## src/rtl/glcm_pkg.sv

```systemverilog
`default_nettype none
package glcm_pkg;

    localparam int LEVELS      = 256;
    localparam int COUNT_WIDTH = 16;
    localparam int MAX_WIDTH   = 4096;
    localparam int HEIGHT_MAX  = 4096;

    localparam int PIX_W   = 8;
    localparam int OUT_W   = 16;
    localparam int CFG_W   = 13;
    localparam int IDX_W   = 2;
    localparam int OP_W    = 2;
    localparam int DIR_W   = 2;

    localparam int CNT_DEPTH = LEVELS * LEVELS;
    localparam int CNT_AW    = $clog2(CNT_DEPTH);
    localparam int COL_W     = $clog2(MAX_WIDTH);
    localparam int ROW_W     = $clog2(HEIGHT_MAX);
    localparam int WCNT_W    = $clog2(MAX_WIDTH + 1);
    // width for position/size compares, one bit of headroom for the +1
    localparam int CMP_W     = ((WCNT_W > CFG_W) ? WCNT_W : CFG_W) + 1;

    localparam int RST_WIDTH  = 640;
    localparam int RST_HEIGHT = 480;

    typedef enum logic [OP_W-1:0] {
        OP_PIXEL = 2'd0,
        OP_READ  = 2'd1,
        OP_CLEAR = 2'd2
    } t_op;

    typedef enum logic [IDX_W-1:0] {
        CFG_DIRECTION = 2'd0,
        CFG_WIDTH     = 2'd1,
        CFG_HEIGHT    = 2'd2
    } t_cfg_idx;

    typedef enum logic [DIR_W-1:0] {
        DIR_RIGHT    = 2'd0,
        DIR_DIAG     = 2'd1,
        DIR_DOWN     = 2'd2,
        DIR_UP_RIGHT = 2'd3
    } t_dir;

    typedef enum logic [2:0] {
        ST_CLEAR,
        ST_IDLE,
        ST_PX_FETCH,
        ST_PX_UPD,
        ST_RD
    } t_state;

    typedef struct packed {
        logic load_px;    // latch pixel, normalize position, read line buffer
        logic load_rd;    // read count entry for a read op
        logic clr_start;  // restart clear sweep
        logic clr_step;   // zero one entry
        logic pair_step;  // form pair, read its count, update line buffer/holds
        logic bump;       // write back incremented count
        logic out_load;   // present read result
    } t_cmd;

    typedef struct packed {
        logic clr_last;
    } t_stat;

    function automatic logic [OUT_W-1:0] sat_out(input logic [COUNT_WIDTH-1:0] v);
        logic [31:0] vx;
        vx = 32'(v);
        return (vx > 32'hFFFF) ? 16'hFFFF : vx[OUT_W-1:0];
    endfunction

endpackage
`default_nettype wire

```

## src/rtl/glcm_ctrl.sv

```systemverilog
`default_nettype none
module glcm_ctrl (
    input  wire logic                      i_clk,
    input  wire logic                      i_rst_n,
    input  wire logic                      start,
    input  wire logic [glcm_pkg::OP_W-1:0] i_op,
    input  wire glcm_pkg::t_stat           i_stat,
    output glcm_pkg::t_cmd                 o_cmd,
    output logic                           busy
);
    import glcm_pkg::*;

    t_state r_state;
    t_state n_state;
    logic   accept;

    assign accept = start && (r_state == ST_IDLE);

    always_ff @(posedge i_clk) begin
        if (!i_rst_n) begin
            r_state <= ST_CLEAR;
        end else begin
            r_state <= n_state;
        end
    end

    always_comb begin
        n_state = r_state;
        case (r_state)
            ST_CLEAR: begin
                if (i_stat.clr_last) n_state = ST_IDLE;
            end
            ST_IDLE: begin
                if (accept) begin
                    case (i_op)
                        OP_PIXEL: n_state = ST_PX_FETCH;
                        OP_READ:  n_state = ST_RD;
                        OP_CLEAR: n_state = ST_CLEAR;
                        default:  n_state = ST_IDLE;
                    endcase
                end
            end
            ST_PX_FETCH: n_state = ST_PX_UPD;
            ST_PX_UPD:   n_state = ST_IDLE;
            ST_RD:       n_state = ST_IDLE;
            default:     n_state = ST_IDLE;
        endcase
    end

    always_comb begin
        o_cmd = '0;
        busy  = 1'b1;
        case (r_state)
            ST_CLEAR: o_cmd.clr_step = 1'b1;
            ST_IDLE: begin
                busy = 1'b0;
                o_cmd.load_px   = accept && (i_op == OP_PIXEL);
                o_cmd.load_rd   = accept && (i_op == OP_READ);
                o_cmd.clr_start = accept && (i_op == OP_CLEAR);
            end
            ST_PX_FETCH: o_cmd.pair_step = 1'b1;
            ST_PX_UPD:   o_cmd.bump      = 1'b1;
            ST_RD:       o_cmd.out_load  = 1'b1;
            default:     busy = 1'b1;
        endcase
    end

endmodule
`default_nettype wire

```

## config.mk

```make
export PLATFORM = sky130hd
export DESIGN_NAME = glcm_ctrl
export DESIGN_NICKNAME = d
export VERILOG_FILES = /design/src/rtl/glcm_pkg.sv /design/src/rtl/glcm_ctrl.sv
export SDC_FILE = /design/constraint.sdc
export NUM_CORES = 1
export LEC_CHECK = 0
export BUFFER_PORTS_ARGS = -buffer_cell sky130_fd_sc_hd__clkbuf_2
export CELL_PAD_IN_SITES_DETAIL_PLACEMENT = 0
export CELL_PAD_IN_SITES_GLOBAL_PLACEMENT = 1
export CORE_AREA = 2 2 39 41
export CTS_BUF_LIST = sky130_fd_sc_hd__clkbuf_8
export CTS_CLUSTER_DIAMETER = 30
export CTS_CLUSTER_SIZE = 40
export DETAILED_ROUTE_END_ITERATION = 8
export DIE_AREA = 0 0 41 43
export PLACE_DENSITY = 0.45
export SLEW_MARGIN = 5
export SYNTH_ARGS = -nofsm -noshare
export SYNTH_HDL_FRONTEND = slang
export SYNTH_SLANG_ARGS = --single-unit
```

## constraint.sdc

```tcl
create_clock -name i_clk -period 3 [get_ports i_clk]
set_clock_uncertainty 0.2 [all_clocks]
set_input_delay 0.3 -clock i_clk [delete_from_list [all_inputs] [get_ports i_clk]]
set_output_delay 0.3 -clock i_clk [all_outputs]
set_load 0.05 [all_outputs]
```

# Yosys cells after proc, flatten, opt, wreduce, memory -nomap -nowiden
# Cells that the tools add are included.
# totals
regBits	3
latchBits	0
ram_bits	0
romBits	0
inputBits	6
output_inout_bits	8
word_cells	26
memories	0
# classes
n_addsub	0
mul	0
div_mod_pow	0
magnitude_cmp	0
eq_ne	8
n_shift	0
mux	10
bitwise	0
n_reduce_logical	7
# ops
op	n
$pmux 3 s3	2
$mux 3	3
$eq 3x2->1 const B	2
$mux 1	5
$logic_and 1x1->1	4
$ne 2x2->1 const B	2
$eq 3x1->1 const B	1
$eq 3x3->1 const B	1
$logic_not 3->1	1
$eq 2x1->1 const B	1
$eq 2x2->1 const B	1
$logic_not 2->1	1
$reduce_and 2->1	1

# Longest topological paths before layout
# Gate-level depths: netlist of the first run.
# logic_depth
depth_word	4
mapped_depth	4
depth_no_buf	3

# Least setup slack after synthesis of the first run
# OpenSTA, ideal clock, no wires.
# synth_path
path_type	register to output
startpoint	register r_state[0]
endpoint	output port o_cmd[4] in the netlist's numbering
arrival_ns	1.773
required_ns	2.500
setup_slack_ns	0.727
path_stages_with_launch	4
path_buffers	1
cell_sequence	dfxtp_1 buf_6 nand4bb_1 nor3b_1
# synth_rtl
item	line_no	source
start, declared	glcm_ctrl.sv:13	t_state r_state;
start signal, assigned	glcm_ctrl.sv:23	r_state <= n_state;
end, declared	glcm_ctrl.sv:8	output glcm_pkg::t_cmd o_cmd,

==> impl_metrics.yaml, run 1 <==
placement:
  port_buffers: 13
  place_inst: 52
  placed_cell_area_sq_um: 275
  pre_cts_ws_ns: 1.24
  routabilityCongestion: 0.618
timing:
  min_period_ns: 2.00
  rsz0062_at_grt: "no"
  tns_ns: 0
  setup_viol: 0
  slew_headroom_pct: 80.0
  slew_viol_final: 0
  worst_slack_ns: 1.00
  finalCritPeriodShare_pct: 66.7
  final-hold-violation-count: 0
  tightest_slew_ns: 0.300
  max_freq_mhz: 500
  hold_ws_ns: 0.125
floorplanning:
  fp.dieH_microns: 43
  core_sq_um: 1380
  fp-row-count: 14
  die_x_microns: 41
  die_area_sq_um: 1760
  pin_count: 14
  start_util_pct: 14.6
cells_and_area:
  final_cell_mix: "13 x clkbuf_2, 4 x nor2_1, 3 x clkbuf_8, 3 x dfxtp_1"
  regMostFlops: "r_state"
  mostFrequentLayoutCell: "clkbuf_2"
  nets: 47
  final_area_sq_um: 320
  reg_top3: "r_state x3"
  layout-drive-gt1-share_pct: 42.5
  area_delta_synth_final_pct: 59.0
  finalNonFillerCells: 56
  antenna_cells: 0
  largest_reg_flops: 3
logic_synthesis:
  postSynthCellCount: 24
  synth_seq_cells: 3
  syn_area_per_cell_sq_um: 8.39
  synth_fp_nets: 30
  syn_area_sq_um: 201
  ys_types: 17
  yosysSeqAreaShare_pct: 29.8
  ys_warn_count: 0
global_route:
  globalRoute.totalOverflow: 0
  grt_max_degree: 10
  grt_pass1_wl_microns: 869
  grtUsageTotal_pct: 7.52
  first_global_vias: 213
  grt_antenna_before_repair: 0
critical_path:
  worstPathRequired_ns: 2.50
  path_class: "flop to output pin"
  path_cells: "nand4bb_1 -> nor2_1 -> and2_1 -> clkbuf_2"
  path_max_fanout: 9
  cp-start-kind: "flop"
  critical_path.endpoint_type: "output pin"
  critPathMaxStageDelay_ns: 0.48
  cp_slowest_cell: "dfxtp_1"
  crit_arrival_ns: 1.50
worst_hold_path:
  hold_class: "input port to flop"
drt:
  drtIter0Drc: 2
  wirelength_microns: 551
  drt-wirelength-per-cell_microns: 9.84
  viasPerCell: 4.16
  final_antenna_net_count: 0
  first_pass_iters: 4
  dr_total_vias: 233
  drc: 0
power_and_ir_drop:
  p_int_uw: 139
  power_frac_comb_pct: 17.1
  p_seq_share_pct: 23.7
  p_per_area_nw_per_um2: 599
  swShare_pct: 27.7
  power_frac_clock_pct: 59.1
  p_sw_uw: 53.1
  power.leakage_uw: 0.000159
  peakVddDrop_mv: 0.273
clock_tree:
  cts_setup_buffers: 0
  insertion_delay_ns: 0.21
  cts-buffers-inserted: 3
  clk_pin_slew_worst_paths_ns: 0.03
  cts-root-buf: "clkbuf_8"
  cts_resized: 0
  htreeDepth: 1
  ctsLongestPathBuffers: 2
  hold_buffers: 0
  clock_sinks: 3
  cts_tree: "built"
flow_run:
  max-cap-violations: 0
run_status:
  run_status: "finished, final reports clean"
[Yosys cell counts, drive strengths merged]
cell / count / area share, %
nor2: 4 / 7.5
dfxtp: 3 / 30
nor3b: 3 / 14
nor3: 2 / 5.0
a211oi: 1 / 3.7
a21oi: 1 / 2.5
a31oi: 1 / 3.1
and2: 1 / 3.1
and3: 1 / 3.1
and3b: 1 / 4.3
buf: 1 / 5.6
inv: 1 / 1.9
mux2i: 1 / 5.0
nand2: 1 / 1.9
nand4bb: 1 / 5.6
o41ai: 1 / 4.3
[routing by layer]
layer / up-vias / share of wire (%) / GRT usage (%)
met5: - / 0 / 0
met4: 0 / 0 / 2.00
met3: 0 / 10 / 4.71
met2: 13 / 40 / 9.69
met1: 100 / 49 / 10.2
li1: 120 / - / -
[power groups by stage]
stage	Combinational [uW]	Clock, uW	Sequential, uW
finish	32.8	113	45.5
global route	35.4	121	46.1
CTS	33.2	117	45.5
detailed placement	33.1	0	46.1
global placement	33.3	0	45.9
floorplan	27.4	0	43.4
[worst paths after layout]
check,start,end,slack [ns],depth (start not counted)
max reg2reg,r_state[0],r_state[2],1.69,3
min reg2reg,r_state[1],r_state[0],0.42,2
max,r_state[0],o_cmd[5],1.00,4
min,i_rst_n,r_state[1],0.12,3
[final cells by class]
type	instances	area, sq um
fill	158	1060
multi-input combinational	19	126
timing repair buffer	13	65.1
sequential	3	60.1
clock buffer	3	41.3
tap	16	20.0
clock inverter	1	3.75
inverter	1	3.75
[worst max-delay path, delay by kind of cell (launching register included)]
family / cells / cell delay [ns]
AND/OR/NAND/NOR: 3 / 0.54
flip-flops: 1 / 0.48
buffers and inverters: 1 / 0.27
[metrics by stage]
| stage | power (uW) | util, % |
|---|---|---|
| 2_1_floorplan | 70.8 | - |
| 3_3_place_gp | 79.2 | 19.9 |
| 3_5_place_dp | 79.2 | 19.9 |
| 4_1_cts | 195 | 23.1 |
| 5_1_grt | 202 | 23.1 |
| 6_report | 192 | 23.1 |
[cell families (layout without fill, tap and decap cells)]
| logic type | after synthesis | in the layout | share of synthesized area [%] |
|---|---|---|---|
| AO/OA/AOI/OAI | 4 | 4 | 13.7 |
| buffers and inverters | 2 | 18 | 7.45 |
| flip-flops | 3 | 3 | 29.8 |
| multiplexers | 1 | 1 | 4.97 |
| AND/OR/NAND/NOR | 14 | 14 | 44.1 |
Power figures use the tool's default switching activity.
==> inputs of run 2 (changes only) <==
clock period = 1.9 ns   (was 3 ns; I/O delays follow)
==> run 2 against run 1 <==
Net effect:
- design area is 13% higher
- clock power increased by 59%
- global-route usage is 0.11 points higher
- critical endpoint unchanged
- critical path type unchanged
==> impl_metrics.yaml, run 2 (synthesized netlist as in run 1, its figures left out) <==
power_and_ir_drop:
  p_per_area_nw_per_um2: 863
  peakVddDrop_mv: 0.414
  power.leakage_uw: 0.000172
drt:
  drc: 0
  drtIter0Drc: 1
  dr_total_vias: 239
  final_antenna_net_count: 0
  wirelength_microns: 576
  drt-wirelength-per-cell_microns: 10.1
  viasPerCell: 4.19
  first_pass_iters: 2
timing:
  worst_slack_ns: 0.174
  finalCritPeriodShare_pct: 90.8
  final-hold-violation-count: 0
  tns_ns: 0
  slew_viol_final: 0
  tightest_slew_ns: 0.269
  slew_headroom_pct: 81.8
  rsz0062_at_grt: "no"
  max_freq_mhz: 579
  min_period_ns: 1.73
  setup_viol: 0
cells_and_area:
  final_cell_mix: "12 x clkbuf_2, 4 x nor2_1, 3 x nor3b_2, 3 x clkbuf_8, 3 x dfxtp_1"
  mostFrequentLayoutCell: "clkbuf_2"
  antenna_cells: 0
  nets: 48
  final_util_pct: 26.1
  final_area_sq_um: 362
  area_delta_synth_final_pct: 79.5
  reg_top3: "r_state x3"
  largest_reg_flops: 3
  regMostFlops: "r_state"
  layout-drive-gt1-share_pct: 53.7
  finalNonFillerCells: 57
placement:
  placed_cell_area_sq_um: 298
  place_inst: 53
  pre_cts_ws_ns: 0.264
  routabilityCongestion: 0.646
  dp_hpwl_microns: 430
  port_buffers: 13
global_route:
  grtUsageTotal_pct: 7.62
  grt_max_degree: 9
  globalRoute.totalOverflow: 0
  grt_pass1_wl_microns: 862
  grt_antenna_before_repair: 0
  first_global_vias: 205
floorplanning:
  core_sq_um: 1380
  die_area_sq_um: 1760
  start_util_pct: 14.6
  pin_count: 14
  fp.dieH_microns: 43
  fp-row-count: 14
  die_x_microns: 41
critical_path:
  cp-start-kind: "flop"
  path_cells: "nand4bb_4 -> nor2_1 -> and2_1 -> clkbuf_4"
  critical_path.endpoint_type: "output pin"
  worstPathRequired_ns: 1.51
  critPathMaxStageDelay_ns: 0.35
  path_max_fanout: 7
  cp_slowest_cell: "dfxtp_1"
  path_class: "flop to output pin"
  crit_arrival_ns: 1.34
clock_tree:
  cts-root-buf: "clkbuf_8"
  clk_pin_slew_worst_paths_ns: 0.03
  htreeDepth: 1
  cts-buffers-inserted: 3
  clock_sinks: 3
  ctsLongestPathBuffers: 2
  cts_tree: "built"
  cts_setup_buffers: 0
  insertion_delay_ns: 0.22
run_status:
  run_status: "finished, final reports clean"
worst_hold_path:
  hold_class: "input port to flop"
flow_run:
  max-cap-violations: 0
[run 2: cell count changes in the layout (fill, tap and decap cells not counted)]
cell       previous run  this run
nor3_2                0         1
nand4bb_4             0         1
nand4bb_1             1         0
nor3b_1               2         0
clkbuf_4              0         1
buf_4                 0         1
nor3b_2               1         3
clkbuf_2             13        12
nor3_1                2         1
[run 2: cell type report]
type | instances | area (sq um)
sequential | 3 | 60.1
inverter | 1 | 3.75
clock buffer | 3 | 41.3
timing repair buffer | 14 | 75.1
fill | 168 | 1020
tap | 16 | 20.0
multi-input combinational | 19 | 158
clock inverter | 1 | 3.75
[run 2: worst max-delay path: cells and delay by family (launching register included)]
| family | cells | cell delay, ns |
|---|---|---|
| simple gates | 3 | 0.54 |
| flops | 1 | 0.35 |
| buf+inv | 1 | 0.22 |
[run 2: per-stage QoR]
stage	hold slack, ns	power, uW
3_5_place_dp	0.246	129
3_3_place_gp	0.246	129
2_1_floorplan	0.104	113
4_1_cts	0.0198	316
6_report	0.0232	312
5_1_grt	0.0246	335
[run 2: final timing paths]
| path | from | endpoint | slack, ns | depth (start not counted) |
|---|---|---|---|---|
| worst max-delay path | r_state[2] | o_cmd[5] | 0.17 | 4 |
| worst min-delay path | i_rst_n | r_state[0] | 0.02 | 3 |
| worst max register to register | r_state[0] | r_state[1] | 0.60 | 4 |
| worst min register to register | r_state[0] | r_state[0] | 0.43 | 3 |
[run 2: power by group]
| part | total, uW | internal, uW | switching [uW] |
|---|---|---|---|
| clock network | 180 | 138 | 42.6 |
| logic | 62.7 | 20.2 | 42.5 |
| registers | 69.4 | 66.2 | 3.22 |
[run 2: what timing repair did]
action | 4_1_cts | 5_1_grt
setup endpoints to repair | 0 | 2
gates resized for setup | 0 | 4
hold buffers | 0 | 0
[run 2: layer usage]
layer  vias to the layer above  global-route usage, %  part of all wire [%]
met5                         -                      0                     0
met3                         0                   6.28                    13
li1                        124                      -                     -
met2                        15                   9.69                    43
met4                         0                   2.00                     0
met1                       100                   9.62                    45
